--- config.mk ---
export PLATFORM = sky130hd
export DESIGN_NAME = shrb_csr
export DESIGN_NICKNAME = d
export VERILOG_FILES = /design/src/hw/rtl/sample_history_ring_buffer_defines.svh /design/src/hw/rtl/shrb_pkg.sv /design/src/hw/rtl/shrb_csr.sv
export SDC_FILE = /design/constraint.sdc
export NUM_CORES = 1
export LEC_CHECK = 0
export ABC_CLOCK_PERIOD_IN_PS = 3130
export BUFFER_PORTS_ARGS = -buffer_cell sky130_fd_sc_hd__buf_2
export CORE_ASPECT_RATIO = 0.75
export CORE_MARGIN = 2
export CORE_UTILIZATION = 33
export CTS_BUF_LIST = sky130_fd_sc_hd__clkbuf_8
export DETAILED_ROUTE_END_ITERATION = 8
export GPL_TIMING_DRIVEN = 0
export PLACE_DENSITY_LB_ADDON = 0.2
export REMOVE_ABC_BUFFERS = 1
export SLEW_MARGIN = 20
export SYNTH_ARGS = -nofsm -noshare
export SYNTH_HDL_FRONTEND = slang
export SYNTH_SLANG_ARGS = --single-unit
--- constraint.sdc ---
create_clock -name clock -period 3.13 [get_ports clock]
set_input_delay 0.4695 -clock clock [delete_from_list [all_inputs] [get_ports clock]]
set_output_delay 0.4695 -clock clock [all_outputs]
set_load 0.01 [all_outputs]
--- src/hw/rtl/sample_history_ring_buffer_defines.svh ---
// Assertion macros used by the sample history ring buffer RTL.
`ifndef SAMPLE_HISTORY_RING_BUFFER_DEFINES_SVH
`define SAMPLE_HISTORY_RING_BUFFER_DEFINES_SVH

// Same-cycle implication, checked at every rising edge outside reset.
`define SHRB_ASSERT_SAME(lbl, clk, rst, pre, post) \
   lbl: assert property (@(posedge clk) disable iff (rst) (pre) |-> (post)) \
      else $error("check failed");

// Next-cycle implication, checked at every rising edge outside reset.
`define SHRB_ASSERT_NEXT(lbl, clk, rst, pre, post) \
   lbl: assert property (@(posedge clk) disable iff (rst) (pre) |=> (post)) \
      else $error("check failed");

`endif

--- src/hw/rtl/shrb_pkg.sv ---
// Shared constants, types and helper functions of the sample history ring buffer.
package shrb_pkg;

   localparam int BUFFER_BYTES     = 4096;
   localparam int MAX_SAMPLE_BYTES = 8;

   localparam int ADDR_W  = $clog2(BUFFER_BYTES);
   localparam int SLOT_W  = ADDR_W;
   localparam int CAP_W   = SLOT_W + 1;
   localparam int SIZE_W  = 4;
   localparam int BIDX_W  = 3;
   localparam int COUNT_W = 12;
   localparam int BACK_W  = 12;
   localparam int DATA_W  = 64;
   localparam int CMP_W   = (CAP_W > BACK_W + 1) ? CAP_W : BACK_W + 1;

   localparam int CSR_ADDR_W = 2;
   localparam int CSR_DATA_W = 32;

   localparam logic [CSR_ADDR_W-1:0] REG_SAMPLE_SIZE = CSR_ADDR_W'(0);

   localparam logic [1:0] OP_PUT   = 2'd0;
   localparam logic [1:0] OP_START = 2'd1;
   localparam logic [1:0] OP_READ  = 2'd2;

   typedef struct packed {
      logic [1:0]        req_type;
      logic [DATA_W-1:0] sample_data;
      logic [BACK_W-1:0] samples_back;
      logic              hold_position;
   } req_payload_type;

   typedef struct packed {
      logic [DATA_W-1:0]  read_data;
      logic               all_read;
      logic [COUNT_W-1:0] sample_count;
      logic               history_full;
   } rsp_payload_type;

   typedef struct packed {
      logic [SIZE_W-1:0] sample_size;
      logic [CAP_W-1:0]  slot_capacity;
      logic              clear_pointers;
   } cfg_type;

   // Slots that fit in the store for a given sample size.
   function automatic logic [CAP_W-1:0] capacity_of(input logic [SIZE_W-1:0] size);
      logic [CAP_W-1:0] cap;
      case (size)
         4'd2:    cap = CAP_W'(BUFFER_BYTES / 2);
         4'd3:    cap = CAP_W'(BUFFER_BYTES / 3);
         4'd4:    cap = CAP_W'(BUFFER_BYTES / 4);
         4'd5:    cap = CAP_W'(BUFFER_BYTES / 5);
         4'd6:    cap = CAP_W'(BUFFER_BYTES / 6);
         4'd7:    cap = CAP_W'(BUFFER_BYTES / 7);
         4'd8:    cap = CAP_W'(BUFFER_BYTES / 8);
         default: cap = CAP_W'(BUFFER_BYTES / 1);
      endcase
      return cap;
   endfunction

endpackage

--- src/hw/rtl/shrb_csr.sv ---
// Configuration register block: sample size, slot capacity and pointer clear.
module shrb_csr
   import shrb_pkg::*;
(
   input  logic                  clock,
   input  logic                  reset,
   input  logic                  csr_psel,
   input  logic                  csr_penable,
   input  logic                  csr_pwrite,
   input  logic [CSR_ADDR_W-1:0] csr_paddr,
   input  logic [CSR_DATA_W-1:0] csr_pwdata,
   output logic [CSR_DATA_W-1:0] csr_prdata,
   output logic                  csr_pready,
   output cfg_type               cfg
);

   logic [SIZE_W-1:0] size_ff;
   logic [SIZE_W-1:0] size_in;
   logic [SIZE_W-1:0] wr_size;
   logic              wr_hit;

   assign csr_pready = 1'b1;
   assign wr_hit = csr_psel && csr_penable && csr_pwrite && (csr_paddr == REG_SAMPLE_SIZE);

   // Saturate the written size into 1..MAX_SAMPLE_BYTES.
   always_comb begin
      wr_size = csr_pwdata[SIZE_W-1:0];
      if (wr_size == '0) begin
         wr_size = SIZE_W'(1);
      end else if (wr_size > SIZE_W'(MAX_SAMPLE_BYTES)) begin
         wr_size = SIZE_W'(MAX_SAMPLE_BYTES);
      end
      size_in = wr_hit ? wr_size : size_ff;
   end

   always_ff @(posedge clock) begin
      if (reset) begin
         size_ff <= SIZE_W'(1);
      end else begin
         size_ff <= size_in;
      end
   end

   assign csr_prdata = (csr_paddr == REG_SAMPLE_SIZE) ? CSR_DATA_W'(size_ff) : '0;

   assign cfg.sample_size    = size_ff;
   assign cfg.slot_capacity  = capacity_of(size_ff);
   assign cfg.clear_pointers = wr_hit;

endmodule
==> flow_summary.ini <==
[status]
status = complete, no violations

[cells_and_area]
largest_reg_flops = 4
final_common_cell = buf_2
largestRegisters = size_ff (4)
final_area_um2 = 691.9
final_cell_mix = 32 x buf_2, 29 x conb_1, 7 x nor2_1
area_growth_pct = 9.940
antenna-diode-count = 0
regMostFlops = size_ff
nets = 153
drive_gt1_frac = 0.3304
fillers = 198

[sta]
skew_ns = 0
setup_slack_ns = 1.163
period_minus_slack_ns = 1.967
setup_viol = 0
rsz0062_at_grt = no
setup_tns_ns = 0
slew_viol_final = 0
fmax_mhz = 508.3
period_share = 0.6286
hold_viol = 0

[floorplanning]
die_h_um = 41.82
start_util = 0.3583
io_pins = 90
core_mm2 = 0.001757
rows = 13
dieArea_mm2 = 0.002276
dieWidth_um = 54.43

[drt]
drtAntennaViolNets = 0
wl_per_cell_um = 8.612
wirelength_mm = 1.154
firstDrtPassIters = 4
route.detailed.drc = 0
vias_per_cell = 4.075
vias = 546
drtIter0Drc = 6

[clock_network]
postCtsHoldBufs = 0
postCtsSetupRepairBufs = 0
clock_latency_ns = 0.21
clk_pin_slew_ns = 0.03
root_buffer = clkbuf_8
cts_tree = built
h-tree-depth = 1
cts_buffer_depth = 2
cts_resized = 0
cts_buffers = 3
cts_sinks = 4

[pwr]
clkPwrFrac = 0.543
power.share.switching = 0.2745
p_switching_uw = 54.55
p_per_area_mw_per_mm2 = 287.2
combPwrFrac = 0.188
vdd_drop_max_mv = 0.2931
sequentialPowerShare = 0.269
internal_power_uw = 144.2
p_leak_nw = 0.3997

[logic_synthesis]
yosys_warnings = 0
syn_area_per_cell_um2 = 7.404
synth_top_area_cell = buf_4
synth_area_um2 = 629.4
ys_seq_area_frac = 0.1272
netlist_instances = 85
yosys.area.top_type_share = 0.3817
ys_ff_latch = 4
synth.area.top_cells = buf_4 38%, dfxtp_1 13%, and2_1 6.0%
ys_types = 29

[critical_path]
cp_data_required_time_ns = 2.66
worstRegToRegCells = 2
path_class = reg -> out
cp_max_fo = 12
arrival_ns = 1.50
r2r_end = size_ff[0]$_SDFFE_PP1P_
start_kind = flip-flop
rrSetupSlack_ns = 2.23
end_kind = primary output
r2r-start = size_ff[0]$_SDFFE_PP1P_

[job]
maxCapViolations = 0

[place]
dp.final_hpwl_um = 961.3
gp_congestion = 0.7092
dp_slack_ns = 1.385
port_buffers = 32
dpl_cell_area_um2 = 650.6

[global_routing]
grt_max_degree = 13
antenna_found_initial = 0
grt_usage = 0.1049
grt_pass1_wl_mm = 1.725
grt_pass1_vias = 414
overflow = 0

[worst_hold_path]
hold_path_depth = 2
hp-start = csr_pwdata[3]
hp-class = in -> reg
min_to = size_ff[3]$_SDFFE_PP0P_
[how the worst max path moves through the flow]
stage | cells after the start | start | end
global route | 4 | size_ff[1]$_SDFFE_PP0P_ | cfg[13]
detailed placement | 4 | size_ff[2]$_SDFFE_PP0P_ | cfg[13]
CTS | 4 | size_ff[2]$_SDFFE_PP0P_ | cfg[13]
finish | 4 | size_ff[1]$_SDFFE_PP0P_ | cfg[13]
floorplan | 3 | size_ff[1]$_SDFFE_PP0P_ | cfg[13]
global placement | 4 | size_ff[2]$_SDFFE_PP0P_ | cfg[13]
[through the flow]
stage	utilization	power [mW]	hold WS, ns	cells
after global routing	0.3939	0.2161	0.5383	134
after global placement	0.3704	0.09014	0.6090	131
final	0.3939	0.1987	0.5341	134
after detailed placement	0.3704	0.09091	0.6176	131
after floorplan	-	0.07826	0.5771	77
after CTS	0.3939	0.2019	0.5319	134
[cell families (layout without fill, tap and decap cells)]
family	count (synthesis)	in the layout	synth area share
AOI/OAI and AO/OA	9	9	0.1054
xor gates and xnor gates	2	2	0.02784
buffers and inverters	36	36	0.4314
DFF	4	4	0.1272
other	2	29	0.01193
and+or+nand+nor	32	32	0.2963
[power groups by stage]
stage	Combinational, mW	Sequential [mW]	Clock [mW]
final	0.0373	0.0535	0.108
after floorplan	0.0242	0.0540	0
after CTS	0.0367	0.0535	0.112
after global placement	0.0359	0.0542	0
after global routing	0.0423	0.0537	0.120
after detailed placement	0.0367	0.0542	0
[Yosys cell counts]
cell / count
nor3b_1: 4
o21ai_0: 2
o311a_1: 1
buf_2: 1
nor2_1: 7
conb_1: 2
and2_1: 6
nor3_1: 2
nand3b_1: 1
nor2b_1: 1
a41oi_1: 1
dfxtp_1: 4
nand2b_1: 1
nand3_1: 3
or4b_1: 1
inv_1: 1
buf_4: 32
a21oi_2: 1
xnor2_1: 2
or3b_1: 1
buf_6: 2
o21ai_1: 1
a31o_2: 1
a211oi_1: 1
and3_1: 1
and2b_1: 1
nand2_1: 2
or2b_1: 1
o21bai_1: 1
[worst max-delay path: stages (launching register included)]
cell	delay (ns)
dfxtp_1	0.41
or4b_1	0.55
o21ai_1	0.11
nor3_1	0.07
buf_2	0.14
[layout make-up]
cell class	instances	area [um^2]	area share
Timing Repair Buffer	32	160.2	0.2315
Inverter	1	3.754	0.005425
Clock buffer	3	41.29	0.05967
Multi-Input combinational cell	72	379.1	0.5479
Sequential cell	4	80.08	0.1157
Tap cell	22	27.53	0.03978
[metal layers]
metal | vias to the layer above | routed length (um) | track usage
met1 | 230 | 494 | 0.1188
met5 | - | 0 | 0
met3 | 2 | 165 | 0.06475
li1 | 277 | - | -
met2 | 37 | 485 | 0.1494
met4 | 0 | 8 | 0.05500
Power figures use the tool's default switching activity.
